==> config.mk <==
export PLATFORM = sky130hd
export DESIGN_NAME = particle_wall_boundary_classifier_top
export DESIGN_NICKNAME = d
export VERILOG_FILES = /design/src/hdl/pwbc_pkg.sv /design/src/hdl/pwbc_lane.sv /design/src/hdl/pwbc_merge.sv /design/src/hdl/particle_wall_boundary_classifier_top.sv
export VERILOG_INCLUDE_DIRS = /design/src /design/src/hdl
export SDC_FILE = /design/constraint.sdc
export NUM_CORES = 2
export LEC_CHECK = 0
export BUFFER_PORTS_ARGS = -buffer_cell sky130_fd_sc_hd__clkbuf_2
export CAP_MARGIN = 20
export CORE_ASPECT_RATIO = 0.8
export CORE_MARGIN = 5
export CORE_UTILIZATION = 35
export DETAILED_ROUTE_END_ITERATION = 8
export HOLD_SLACK_MARGIN = 0.06
export PLACE_DENSITY = 0.6
export SETUP_SLACK_MARGIN = 0.15
export SKIP_CTS_REPAIR_TIMING = 1
export SLEW_MARGIN = 20
export SYNTH_ARGS = -nofsm -noshare
export SYNTH_HDL_FRONTEND = slang
export SYNTH_SLANG_ARGS = --single-unit
==> constraint.sdc <==
create_clock -name i_clk -period 34.4 [get_ports i_clk]
set_input_delay 5.16 -clock i_clk [delete_from_list [all_inputs] [get_ports i_clk]]
set_output_delay 5.16 -clock i_clk [all_outputs]
set_load 0.02 [all_outputs]
==> src/hdl/particle_wall_boundary_classifier_top_assert.svh <==
// Assertion macros used by the boundary classifier top level.
`ifndef PARTICLE_WALL_BOUNDARY_CLASSIFIER_TOP_ASSERT_SVH
`define PARTICLE_WALL_BOUNDARY_CLASSIFIER_TOP_ASSERT_SVH

// Consequent must hold in the same cycle as the antecedent.
`define PWBC_ASSERT_SAME(lbl, clk, rstn, ante, cons, msg) \
    lbl: assert property (@(posedge clk) disable iff (!rstn) (ante) |-> (cons)) \
        else $error(msg);

// Consequent must hold in the cycle after the antecedent.
`define PWBC_ASSERT_NEXT(lbl, clk, rstn, ante, cons, msg) \
    lbl: assert property (@(posedge clk) disable iff (!rstn) (ante) |=> (cons)) \
        else $error(msg);

`endif

==> src/hdl/pwbc_pkg.sv <==
// Types and constants shared by the boundary classifier modules.
package pwbc_pkg;

    localparam int unsigned NUM_AXES = 3;

    // configuration register indexes
    localparam logic [2:0] CFG_PERIODIC_MASK = 3'd0;
    localparam logic [2:0] CFG_DOMAIN_LEN_X  = 3'd1;
    localparam logic [2:0] CFG_DOMAIN_LEN_Y  = 3'd2;
    localparam logic [2:0] CFG_DOMAIN_LEN_Z  = 3'd3;
    localparam logic [2:0] CFG_SUB_BOUNDS_X  = 3'd4;
    localparam logic [2:0] CFG_SUB_BOUNDS_Y  = 3'd5;
    localparam logic [2:0] CFG_SUB_BOUNDS_Z  = 3'd6;

    // image shift codes per axis
    localparam logic [1:0] SHIFT_NONE  = 2'd0;
    localparam logic [1:0] SHIFT_PLUS  = 2'd1;
    localparam logic [1:0] SHIFT_MINUS = 2'd2;

    // neighbour direction per axis
    localparam logic [1:0] DIR_BELOW  = 2'd0;
    localparam logic [1:0] DIR_INSIDE = 2'd1;
    localparam logic [1:0] DIR_ABOVE  = 2'd2;

    localparam logic [4:0] STAY_TAG = 5'd13;
    localparam logic [4:0] MAX_TAG  = 5'd26;

    typedef struct packed {
        logic               periodic;
        logic        [30:0] len;
        logic signed [31:0] lo;
        logic signed [31:0] hi;
    } t_axis_cfg;

    typedef struct packed {
        logic signed [31:0] pos;
        logic signed [31:0] aux;
        logic signed [31:0] vel;
    } t_lane_in;

    typedef struct packed {
        logic signed [31:0] pos;
        logic signed [31:0] aux;
        logic signed [31:0] vel;
        logic signed [31:0] pos_wrap;
        logic signed [31:0] aux_wrap;
        logic        [1:0]  code;
        logic        [1:0]  dir;
        logic               periodic;
    } t_lane_out;

    typedef struct packed {
        logic s1;
        logic s2;
        logic s3;
        logic out;
    } t_pipe_en;

endpackage

==> src/hdl/pwbc_lane.sv <==
// One axis lane: wall reflection, subdomain compare and periodic wrap candidate.
module pwbc_lane
    import pwbc_pkg::*;
#(
    parameter int POS_WIDTH = 32
) (
    input  logic      i_clk,
    input  t_pipe_en  i_en,
    input  logic      i_phase,
    input  t_lane_in  i_in,
    input  t_axis_cfg i_cfg,
    output t_lane_out o_out
);

    localparam int SAT_W = (POS_WIDTH < 32) ? POS_WIDTH : 32;
    localparam logic signed [33:0] SAT_HI = (34'sd1 <<< (SAT_W - 1)) - 34'sd1;
    localparam logic signed [33:0] SAT_LO = -SAT_HI - 34'sd1;

    function automatic logic signed [31:0] f_sat(input logic signed [33:0] x);
        logic signed [33:0] y;
        if (x > SAT_HI) begin
            y = SAT_HI;
        end else if (x < SAT_LO) begin
            y = SAT_LO;
        end else begin
            y = x;
        end
        return y[31:0];
    endfunction

    function automatic logic signed [33:0] f_ext(input logic signed [31:0] x);
        return {{2{x[31]}}, x};
    endfunction

    logic signed [33:0] len_ext;
    assign len_ext = {3'b000, i_cfg.len};

    // stage 1: low wall
    logic               r_s1_phase, n_s1_phase;
    logic signed [31:0] r_s1_pos, n_s1_pos;
    logic signed [31:0] r_s1_aux, n_s1_aux;
    logic signed [31:0] r_s1_vel, n_s1_vel;
    logic signed [31:0] q0;
    logic               low_hit;

    always_comb begin
        q0         = i_phase ? i_in.aux : i_in.pos;
        low_hit    = !i_cfg.periodic && q0[31];
        n_s1_phase = i_phase;
        n_s1_pos   = (low_hit && !i_phase) ? f_sat(-f_ext(q0)) : i_in.pos;
        n_s1_aux   = (low_hit && i_phase) ? f_sat(-f_ext(q0)) : i_in.aux;
        n_s1_vel   = low_hit ? f_sat(-f_ext(i_in.vel)) : i_in.vel;
    end

    always_ff @(posedge i_clk) begin
        if (i_en.s1) begin
            r_s1_phase <= n_s1_phase;
            r_s1_pos   <= n_s1_pos;
            r_s1_aux   <= n_s1_aux;
            r_s1_vel   <= n_s1_vel;
        end
    end

    // stage 2: high wall, judged on the result of the low wall
    logic signed [31:0] r_s2_pos, n_s2_pos;
    logic signed [31:0] r_s2_aux, n_s2_aux;
    logic signed [31:0] r_s2_vel, n_s2_vel;
    logic signed [31:0] q1;
    logic signed [31:0] q1_refl;
    logic               high_hit;

    always_comb begin
        q1       = r_s1_phase ? r_s1_aux : r_s1_pos;
        high_hit = !i_cfg.periodic && (f_ext(q1) >= len_ext);
        q1_refl  = f_sat((len_ext <<< 1) - f_ext(q1));
        n_s2_pos = (high_hit && !r_s1_phase) ? q1_refl : r_s1_pos;
        n_s2_aux = (high_hit && r_s1_phase) ? q1_refl : r_s1_aux;
        n_s2_vel = high_hit ? f_sat(-f_ext(r_s1_vel)) : r_s1_vel;
    end

    always_ff @(posedge i_clk) begin
        if (i_en.s2) begin
            r_s2_pos <= n_s2_pos;
            r_s2_aux <= n_s2_aux;
            r_s2_vel <= n_s2_vel;
        end
    end

    // stage 3: subdomain direction and wrap candidate
    t_lane_out          r_s3, n_s3;
    logic               wrap_neg;
    logic               wrap_pos;
    logic signed [31:0] pw1;
    logic signed [31:0] aw1;

    always_comb begin
        wrap_neg = r_s2_pos[31];
        pw1      = wrap_neg ? f_sat(f_ext(r_s2_pos) + len_ext) : r_s2_pos;
        aw1      = wrap_neg ? f_sat(f_ext(r_s2_aux) + len_ext) : r_s2_aux;
        wrap_pos = f_ext(pw1) >= len_ext;

        n_s3.pos      = r_s2_pos;
        n_s3.aux      = r_s2_aux;
        n_s3.vel      = r_s2_vel;
        n_s3.pos_wrap = wrap_pos ? f_sat(f_ext(pw1) - len_ext) : pw1;
        n_s3.aux_wrap = wrap_pos ? f_sat(f_ext(aw1) - len_ext) : aw1;
        n_s3.periodic = i_cfg.periodic;

        priority if (wrap_pos) begin
            n_s3.code = SHIFT_PLUS;
        end else if (wrap_neg) begin
            n_s3.code = SHIFT_MINUS;
        end else begin
            n_s3.code = SHIFT_NONE;
        end

        // below-low wins over at-or-above-high when the bounds are inverted
        priority if (r_s2_pos < i_cfg.lo) begin
            n_s3.dir = DIR_BELOW;
        end else if (r_s2_pos >= i_cfg.hi) begin
            n_s3.dir = DIR_ABOVE;
        end else begin
            n_s3.dir = DIR_INSIDE;
        end
    end

    always_ff @(posedge i_clk) begin
        if (i_en.s3) begin
            r_s3 <= n_s3;
        end
    end

    assign o_out = r_s3;

endmodule

==> src/hdl/pwbc_merge.sv <==
// Merge stage: forms the neighbour tag and applies the wrap on leaving particles.
module pwbc_merge
    import pwbc_pkg::*;
(
    input  logic               i_clk,
    input  logic               i_en,
    input  t_lane_out          i_lane [NUM_AXES],
    output logic signed [31:0] o_pos  [NUM_AXES],
    output logic signed [31:0] o_aux  [NUM_AXES],
    output logic signed [31:0] o_vel  [NUM_AXES],
    output logic        [5:0]  o_image_shift,
    output logic        [4:0]  o_neighbour_tag
);

    logic signed [31:0] r_pos [NUM_AXES];
    logic signed [31:0] r_aux [NUM_AXES];
    logic signed [31:0] r_vel [NUM_AXES];
    logic signed [31:0] n_pos [NUM_AXES];
    logic signed [31:0] n_aux [NUM_AXES];
    logic        [5:0]  r_shift, n_shift;
    logic        [4:0]  r_tag, n_tag;
    logic               leaving;
    logic               do_wrap [NUM_AXES];

    always_comb begin
        n_tag = 5'(i_lane[0].dir) * 5'd9 + 5'(i_lane[1].dir) * 5'd3 + 5'(i_lane[2].dir);
        leaving = (n_tag != STAY_TAG);
        n_shift = '0;
        for (int ax = 0; ax < NUM_AXES; ax++) begin
            do_wrap[ax] = leaving && i_lane[ax].periodic;
            n_pos[ax]   = do_wrap[ax] ? i_lane[ax].pos_wrap : i_lane[ax].pos;
            n_aux[ax]   = do_wrap[ax] ? i_lane[ax].aux_wrap : i_lane[ax].aux;
            n_shift[2*ax +: 2] = do_wrap[ax] ? i_lane[ax].code : SHIFT_NONE;
        end
    end

    always_ff @(posedge i_clk) begin
        if (i_en) begin
            for (int ax = 0; ax < NUM_AXES; ax++) begin
                r_pos[ax] <= n_pos[ax];
                r_aux[ax] <= n_aux[ax];
                r_vel[ax] <= i_lane[ax].vel;
            end
            r_shift <= n_shift;
            r_tag   <= n_tag;
        end
    end

    assign o_pos           = r_pos;
    assign o_aux           = r_aux;
    assign o_vel           = r_vel;
    assign o_image_shift   = r_shift;
    assign o_neighbour_tag = r_tag;

endmodule

==> src/hdl/particle_wall_boundary_classifier_top.sv <==
// Top level of the particle wall and subdomain boundary classifier.
//
// Input channel: i_in_valid / o_in_stall with phase, main position, auxiliary
// position and velocity per axis. Output channel: o_out_valid / i_out_stall
// with the updated positions and velocity, image shift and neighbour tag.
// One result leaves for every item taken, in order.
// Configuration: i_cfg_valid / o_cfg_ready with a 3-bit register index and
// 64-bit data; ready is always high and unknown indexes are ignored. Write
// only while no item is in flight.
// An item passes three stages in each of the three axis lanes, then one merge
// register, to o_out_valid; throughput is one item per cycle while i_out_stall
// is low. A stalled receiver holds the output register; stages behind it keep
// filling bubbles, so o_in_stall rises only when every stage is full.
// Synchronous reset clears the pipeline valid flags and all configuration
// registers to zero; no clearing pass is needed.
module particle_wall_boundary_classifier_top
    import pwbc_pkg::*;
#(
    parameter int POS_WIDTH = 32
) (
    input  logic               i_clk,
    input  logic               i_rst_n,
    input  logic               i_cfg_valid,
    output logic               o_cfg_ready,
    input  logic        [2:0]  i_cfg_index,
    input  logic        [63:0] i_cfg_data,
    input  logic               i_in_valid,
    output logic               o_in_stall,
    input  logic               i_phase,
    input  logic signed [31:0] i_pos_x,
    input  logic signed [31:0] i_pos_y,
    input  logic signed [31:0] i_pos_z,
    input  logic signed [31:0] i_aux_x,
    input  logic signed [31:0] i_aux_y,
    input  logic signed [31:0] i_aux_z,
    input  logic signed [31:0] i_vel_x,
    input  logic signed [31:0] i_vel_y,
    input  logic signed [31:0] i_vel_z,
    output logic               o_out_valid,
    input  logic               i_out_stall,
    output logic signed [31:0] o_new_pos_x,
    output logic signed [31:0] o_new_pos_y,
    output logic signed [31:0] o_new_pos_z,
    output logic signed [31:0] o_new_aux_x,
    output logic signed [31:0] o_new_aux_y,
    output logic signed [31:0] o_new_aux_z,
    output logic signed [31:0] o_new_vel_x,
    output logic signed [31:0] o_new_vel_y,
    output logic signed [31:0] o_new_vel_z,
    output logic        [5:0]  o_image_shift,
    output logic        [4:0]  o_neighbour_tag
);

    `include "particle_wall_boundary_classifier_top_assert.svh"

    // configuration registers
    logic [2:0]  r_periodic_mask, n_periodic_mask;
    logic [30:0] r_domain_len [NUM_AXES];
    logic [30:0] n_domain_len [NUM_AXES];
    logic [63:0] r_sub_bounds [NUM_AXES];
    logic [63:0] n_sub_bounds [NUM_AXES];

    assign o_cfg_ready = 1'b1;

    always_comb begin
        n_periodic_mask = r_periodic_mask;
        n_domain_len    = r_domain_len;
        n_sub_bounds    = r_sub_bounds;
        if (i_cfg_valid) begin
            unique case (i_cfg_index)
                CFG_PERIODIC_MASK: n_periodic_mask = i_cfg_data[2:0];
                CFG_DOMAIN_LEN_X:  n_domain_len[0] = i_cfg_data[30:0];
                CFG_DOMAIN_LEN_Y:  n_domain_len[1] = i_cfg_data[30:0];
                CFG_DOMAIN_LEN_Z:  n_domain_len[2] = i_cfg_data[30:0];
                CFG_SUB_BOUNDS_X:  n_sub_bounds[0] = i_cfg_data;
                CFG_SUB_BOUNDS_Y:  n_sub_bounds[1] = i_cfg_data;
                CFG_SUB_BOUNDS_Z:  n_sub_bounds[2] = i_cfg_data;
                default: begin
                    // drop writes beyond the register list
                end
            endcase
        end
    end

    always_ff @(posedge i_clk) begin
        if (!i_rst_n) begin
            r_periodic_mask <= '0;
            for (int ax = 0; ax < NUM_AXES; ax++) begin
                r_domain_len[ax] <= '0;
                r_sub_bounds[ax] <= '0;
            end
        end else begin
            r_periodic_mask <= n_periodic_mask;
            r_domain_len    <= n_domain_len;
            r_sub_bounds    <= n_sub_bounds;
        end
    end

    // pipeline control: each stage loads when it is empty or its item moves on
    logic [3:0] r_vld, n_vld;
    logic [3:0] stage_rdy;
    t_pipe_en   pipe_en;

    always_comb begin
        stage_rdy[3] = !r_vld[3] || !i_out_stall;
        stage_rdy[2] = !r_vld[2] || stage_rdy[3];
        stage_rdy[1] = !r_vld[1] || stage_rdy[2];
        stage_rdy[0] = !r_vld[0] || stage_rdy[1];

        pipe_en.s1  = stage_rdy[0];
        pipe_en.s2  = stage_rdy[1];
        pipe_en.s3  = stage_rdy[2];
        pipe_en.out = stage_rdy[3];

        n_vld[0] = stage_rdy[0] ? i_in_valid : r_vld[0];
        n_vld[1] = stage_rdy[1] ? r_vld[0]   : r_vld[1];
        n_vld[2] = stage_rdy[2] ? r_vld[1]   : r_vld[2];
        n_vld[3] = stage_rdy[3] ? r_vld[2]   : r_vld[3];
    end

    always_ff @(posedge i_clk) begin
        if (!i_rst_n) begin
            r_vld <= '0;
        end else begin
            r_vld <= n_vld;
        end
    end

    assign o_in_stall  = !stage_rdy[0];
    assign o_out_valid = r_vld[3];

    // axis lanes
    t_lane_in  lane_in  [NUM_AXES];
    t_axis_cfg lane_cfg [NUM_AXES];
    t_lane_out lane_out [NUM_AXES];

    assign lane_in[0] = '{pos: i_pos_x, aux: i_aux_x, vel: i_vel_x};
    assign lane_in[1] = '{pos: i_pos_y, aux: i_aux_y, vel: i_vel_y};
    assign lane_in[2] = '{pos: i_pos_z, aux: i_aux_z, vel: i_vel_z};

    for (genvar ax = 0; ax < NUM_AXES; ax++) begin : g_lane
        assign lane_cfg[ax].periodic = r_periodic_mask[ax];
        assign lane_cfg[ax].len      = r_domain_len[ax];
        assign lane_cfg[ax].lo       = r_sub_bounds[ax][31:0];
        assign lane_cfg[ax].hi       = r_sub_bounds[ax][63:32];

        pwbc_lane #(
            .POS_WIDTH(POS_WIDTH)
        ) u_lane (
            .i_clk   (i_clk),
            .i_en    (pipe_en),
            .i_phase (i_phase),
            .i_in    (lane_in[ax]),
            .i_cfg   (lane_cfg[ax]),
            .o_out   (lane_out[ax])
        );
    end

    logic signed [31:0] out_pos [NUM_AXES];
    logic signed [31:0] out_aux [NUM_AXES];
    logic signed [31:0] out_vel [NUM_AXES];

    pwbc_merge u_merge (
        .i_clk           (i_clk),
        .i_en            (pipe_en.out),
        .i_lane          (lane_out),
        .o_pos           (out_pos),
        .o_aux           (out_aux),
        .o_vel           (out_vel),
        .o_image_shift   (o_image_shift),
        .o_neighbour_tag (o_neighbour_tag)
    );

    assign o_new_pos_x = out_pos[0];
    assign o_new_pos_y = out_pos[1];
    assign o_new_pos_z = out_pos[2];
    assign o_new_aux_x = out_aux[0];
    assign o_new_aux_y = out_aux[1];
    assign o_new_aux_z = out_aux[2];
    assign o_new_vel_x = out_vel[0];
    assign o_new_vel_y = out_vel[1];
    assign o_new_vel_z = out_vel[2];

    `PWBC_ASSERT_SAME(a_tag_range, i_clk, i_rst_n, o_out_valid,
        o_neighbour_tag <= MAX_TAG, "neighbour tag out of range")
    `PWBC_ASSERT_SAME(a_stay_no_shift, i_clk, i_rst_n,
        o_out_valid && (o_neighbour_tag == STAY_TAG),
        o_image_shift == 6'd0, "image shift on a staying particle")
    `PWBC_ASSERT_SAME(a_wall_no_shift, i_clk, i_rst_n,
        o_out_valid && !r_periodic_mask[0] && !r_periodic_mask[1] && !r_periodic_mask[2],
        o_image_shift == 6'd0, "image shift with all walls reflecting")
    `PWBC_ASSERT_NEXT(a_accept_lands, i_clk, i_rst_n, i_in_valid && !o_in_stall,
        r_vld[0], "accepted item lost at first stage")

endmodule
# After elaboration in Yosys (flattened, before gate mapping)
# Index checks and enable logic that the tools add are counted.
word_totals:
  regBits: 1663
  in_bits: 361
  out_inout_bits: 302
  word_cells: 302
classes:
  addsub: 26
  n_mul: 2
  magnitude_cmp: 60
  n_eq_ne: 7
  muxes: 96
  reduce_logical: 44
ops:
  columns: ["op", "n"]
  rows:
  - ["32-bit 2-to-1 mux", 90]
  - ["34-bit by 32-bit greater-than comparator with 1-bit output, second input constant", 12]
  - ["34-bit by 32-bit less-than comparator with 1-bit output, second input constant", 12]
  - ["33-bit by 32-bit greater-than comparator with 1-bit output, second input constant", 12]
  - ["33-bit by 32-bit less-than comparator with 1-bit output, second input constant", 12]
  - ["32-bit negation with 34-bit output", 9]
  - ["32-bit greater-or-equal comparator", 9]
  - ["32-bit by 32-bit adder with 33-bit output", 6]
  - ["32-bit by 32-bit subtractor with 33-bit output", 6]
  - ["33-bit by 32-bit subtractor with 34-bit output", 3]
  - ["32-bit less-than comparator", 3]
  - ["1-bit logical AND", 21]
  - ["2-bit AND reduction", 7]
  - ["2-bit 2-to-1 mux", 6]
  - ["1-bit zero test", 11]
  - ["3-bit == test, second input constant", 3]
  - ["3-bit by 2-bit == test with 1-bit output, second input constant", 2]
  - ["5-bit by 2-bit adder with 5-bit output", 1]
  - ["5-bit by 4-bit adder with 5-bit output", 1]
  - ["2-bit by 4-bit multiplier with 5-bit output, second input constant", 1]
  - ["5-bit by 4-bit != test with 1-bit output, second input constant", 1]
  - ["1-bit logical OR", 4]
  - ["2-bit by 2-bit multiplier with 4-bit output, second input constant", 1]
  - ["3-bit by 1-bit == test with 1-bit output, second input constant", 1]
  - ["3-bit zero test", 1]

# Logic depth before layout (Yosys ltp)
depth:
  ltp_word: 10
  ltp_mapped: 30
  mapped_depth_nobuf: 28

# Modules after synthesis
# From an unflattened synthesis, not the netlist that was laid out.
hier_totals:
  cells_unflattened: 11042
  hier_area_um2: 108799.3
by_module_without_submodules:
  columns: ["module", "instances", "cells_each", "area_per_inst_um2", "seq_area_each_um2"]
  rows:
  - ["pwbc_lane at g_lane[2].u_lane", 1, 3209, 29131.7, 10750.3]
  - ["pwbc_lane at g_lane[0].u_lane", 1, 3183, 28640.0, 10750.3]
  - ["pwbc_lane at g_lane[1].u_lane", 1, 3073, 28334.7, 10750.3]
  - ["pwbc_merge", 1, 550, 12081.6, 8978.6]
  - ["particle_wall_boundary_classifier_top", 1, 1027, 10611.4, 5845.6]

# Worst setup path after synthesis
# No wires, ideal clock.
synth_timing:
  path_kind: "input-to-output"
  start: "input port i_out_stall"
  end: "output port o_in_stall"
  t_arrival_ps: 14240
  required_time_ps: 29240
  path_slack_ps: 15000
  stages: 3
  n_path_buf: 0
  cell_sequence: "and3_1 -> nand3_1 -> inv_1"
synth_via:
  elab_chain_len: 6
synth_rtl:
  columns: ["element", "line", "source"]
  rows:
  - ["start: declaration", "particle_wall_boundary_classifier_top.sv:40", "input logic i_out_stall,"]
  - ["1-bit zero test", "particle_wall_boundary_classifier_top.sv:105", "stage_rdy[3] = !r_vld[3] || !i_out_stall;"]
  - ["1-bit logical OR", "particle_wall_boundary_classifier_top.sv:105", null]
  - ["1-bit logical OR", "particle_wall_boundary_classifier_top.sv:106", "stage_rdy[2] = !r_vld[2] || stage_rdy[3];"]
  - ["1-bit logical OR", "particle_wall_boundary_classifier_top.sv:107", "stage_rdy[1] = !r_vld[1] || stage_rdy[2];"]
  - ["1-bit logical OR", "particle_wall_boundary_classifier_top.sv:108", "stage_rdy[0] = !r_vld[0] || stage_rdy[1];"]
  - ["1-bit zero test", "particle_wall_boundary_classifier_top.sv:129", "assign o_in_stall = !stage_rdy[0];"]
  - ["end: declaration", "particle_wall_boundary_classifier_top.sv:28", "output logic o_in_stall,"]
# Every way passes these cells.

# Worst setup path after layout
# Same ends and word-level chain as after synthesis.

==> reports/metrics.cfg <==
[run_status]
outcome = finished clean

[global_route]
grt_pass1_wl_um = 564000
grt_pass1_vias = 79900
grt_max_degree = 197
antenna_found_initial = 88
grt-ovfl-total = 0
grt_usage = 0.242

[timing]
max_freq_ghz = 0.0830
layout_min_cycle_time_ns = 12.05
relSlewSlack = 0.275
fin_skew_ns = 0.0825
final.setup.tns_ns = 0
hold_violations = 0
worst_slew_pin_slew_ns = 1.09
rsz0062_at_grt = no
final-max-slew-violation-count = 0
fin_crit_sh = 0.350
finalSetupViolations = 0

[routing]
detail-route-antenna-nets = 0
vias = 88400
drt-pass1-iter-count = 6
drc = 0
first_iter_violations = 10000
totalWireLength_um = 398000
vias_per_cell = 5.60
routedWlPerCell_um = 25.2

[pwr]
pwr_density_cell_nw_per_um2 = 57.7
finalPower_uw = 6930
power.leakage_uw = 0.0479
ir_worst_vdd_v = 0.0000381

[setup_path]
setup.worst_path.start = i_out_stall
crit_path_max_fanout = 53
critPathCaptureType = output port
crit_required_ns = 29.24
rr_startpoint = lane_cfg[160]
worstPathArrival_ns = 6.89
path_class = in2out
cp-start-kind = primary input

[clock_network]
cts_root_buf = clkbuf_16
h-tree-depth = 4
clk_latency_ns = 0.88
clock_sinks = 1663
cts_buffer_depth = 4
path_clk_slew_ns = 0.06
cts_tree = yes
cts_buffers = 188

[synthesis]
netlist_instances = 11100
synth_edf_count = 1371
ys_seq_area_frac = 0.443
ys_seq_elements = 1663
syn_area_um2 = 106000
ys_warn_count = 0
synthArstFlopShare = 0
ys.flop_type = edfxtp_1
ys_types = 123
postSynthAreaPerCell_um2 = 9.60
synth_nets = 12200

[place]
place.gp.congestion = 1.00
placed_cells = 15400
dp_hpwl_um = 304000
io_buffers = 661

[die]
die_y_um = 502
core-area_um2 = 301000
initial_core_util = 0.352
die_w_um = 626
rows = 180
dieArea_um2 = 314000
ioPinCount = 663

[cells_and_area]
final_cells = 15800
drive_gt1_frac = 0.125
area_growth_pct = 13.1
largest_reg_flops = 495
fill_cells = 29900
nNetsFinal = 12700

[min_path]
min_from = g_lane[1].u_lane.o_out[88]
worstHoldPathType = reg2reg

[job]
cap_violations = 0

[report_power, final]
part / internal [µW] / switching (µW) / leakage [µW] / total (µW)
registers: 2620 / 241 / 0.0169 / 2860
clock network: 1210 / 853 / 0.00299 / 2060
logic: 758 / 1250 / 0.0279 / 2010
total: 4580 / 2340 / 0.0479 / 6930
[path summary, 6_finish.rpt]
| kind | endpoint | slack, ns | depth (start not counted) |
|---|---|---|---|
| worst min-delay path | u_merge.o_vel[51] | 0.40 | 0 |
| worst max register to register | g_lane[1].u_lane.o_out[8] | 25.28 | 26 |
| worst min register to register | u_merge.o_vel[51] | 0.40 | 0 |
| worst max-delay path | o_in_stall | 22.35 | 5 |
[cell families (layout without fill, tap and decap cells)]
logic type      after synthesis  in the layout  synth area share
mux                         389            389            0.0393
simple gates               3420           3420             0.147
xor+xnor                    459            459            0.0381
buf+inv                    1015           1687            0.0381
flops                      1663           1663             0.443
compound gates             3323           3323             0.200
fa+ha+maj                   787            787            0.0940
other cells                   1             50         0.0000353
[area by class of cell]
cell class,count,area [µm²],area share
Multi-Input combinational cell,8379,55300,0.460
Sequential cell,1663,47000,0.392
Clock buffer,245,5120,0.0427
Tap cell,4004,5010,0.0417
Timing Repair Buffer,792,4360,0.0363
Inverter,567,2140,0.0178
Clock inverter,83,1010,0.00843
Antenna cell,49,123,0.00102
[Yosys cell counts, drive strengths merged (104+ instances only)]
cell | count | area (µm²)
a31oi | 167 | 1070
a21boi | 307 | 2300
nand3 | 190 | 951
edfxtp | 1371 | 41200
nor2 | 887 | 3360
clkbuf | 328 | 1230
mux2i | 173 | 1740
nand4 | 104 | 651
nand2 | 1391 | 5230
inv | 566 | 2120
a21oi | 894 | 4490
nand2b | 117 | 754
o21a | 118 | 887
nor3 | 209 | 1080
xor2 | 185 | 1640
mux2 | 216 | 2430
ha | 762 | 9530
a21o | 353 | 2650
dfxtp | 292 | 5850
nor2b | 108 | 676
buf | 120 | 679
o21ai | 788 | 3960
xnor2 | 274 | 2410
[critical path: stages]
cell	delay, ns
clkbuf_2	0.12
and3_1	0.45
nand3_4	0.66
inv_1	0.28
clkbuf_2	0.21
[placed cells by master (no fill, tap or decap), drive strengths merged, types with 50 or more instances in the layout]
cell type	Yosys	routed
nand2	1391	1391
edfxtp	1371	1371
clkbuf	328	905
a21oi	894	894
nor2	887	887
o21ai	788	788
ha	762	762
inv	566	578
a21o	353	353
a21boi	307	307
dfxtp	292	292
xnor2	274	274
mux2	216	216
nor3	209	209
nand3	190	190
xor2	185	185
mux2i	173	173
a31oi	167	167
buf	120	132
o21a	118	118
nand2b	117	117
nor2b	108	108
nand4	104	104
or3	87	87
and3	77	77
a211oi	75	75
o21bai	66	66
a2bb2oi	59	59
o31ai	59	59
o22a	57	57
nor4	50	50
[metal layers]
| metal | part of all wire | GRT usage |
|---|---|---|
| met1 | 0.44 | 0.351 |
| met2 | 0.42 | 0.350 |
| met3 | 0.093 | 0.0462 |
| met4 | 0.047 | 0.104 |
| met5 | 0.00058 | 0 |
[stage by stage]
step / worst slack [ns] / util / cell area [µm²] / hold WS, ns
after floorplan: 15.00 / - / 106000 / 0.400
after global placement: 22.31 / 0.378 / 114000 / 0.401
after CTS: 22.27 / 0.398 / 120000 / 0.399
final: 22.35 / 0.398 / 120000 / 0.398
after global routing: 22.14 / 0.398 / 120000 / 0.407
after detailed placement: 22.28 / 0.378 / 114000 / 0.405
Note: power is estimated with default switching activity, not from simulation.
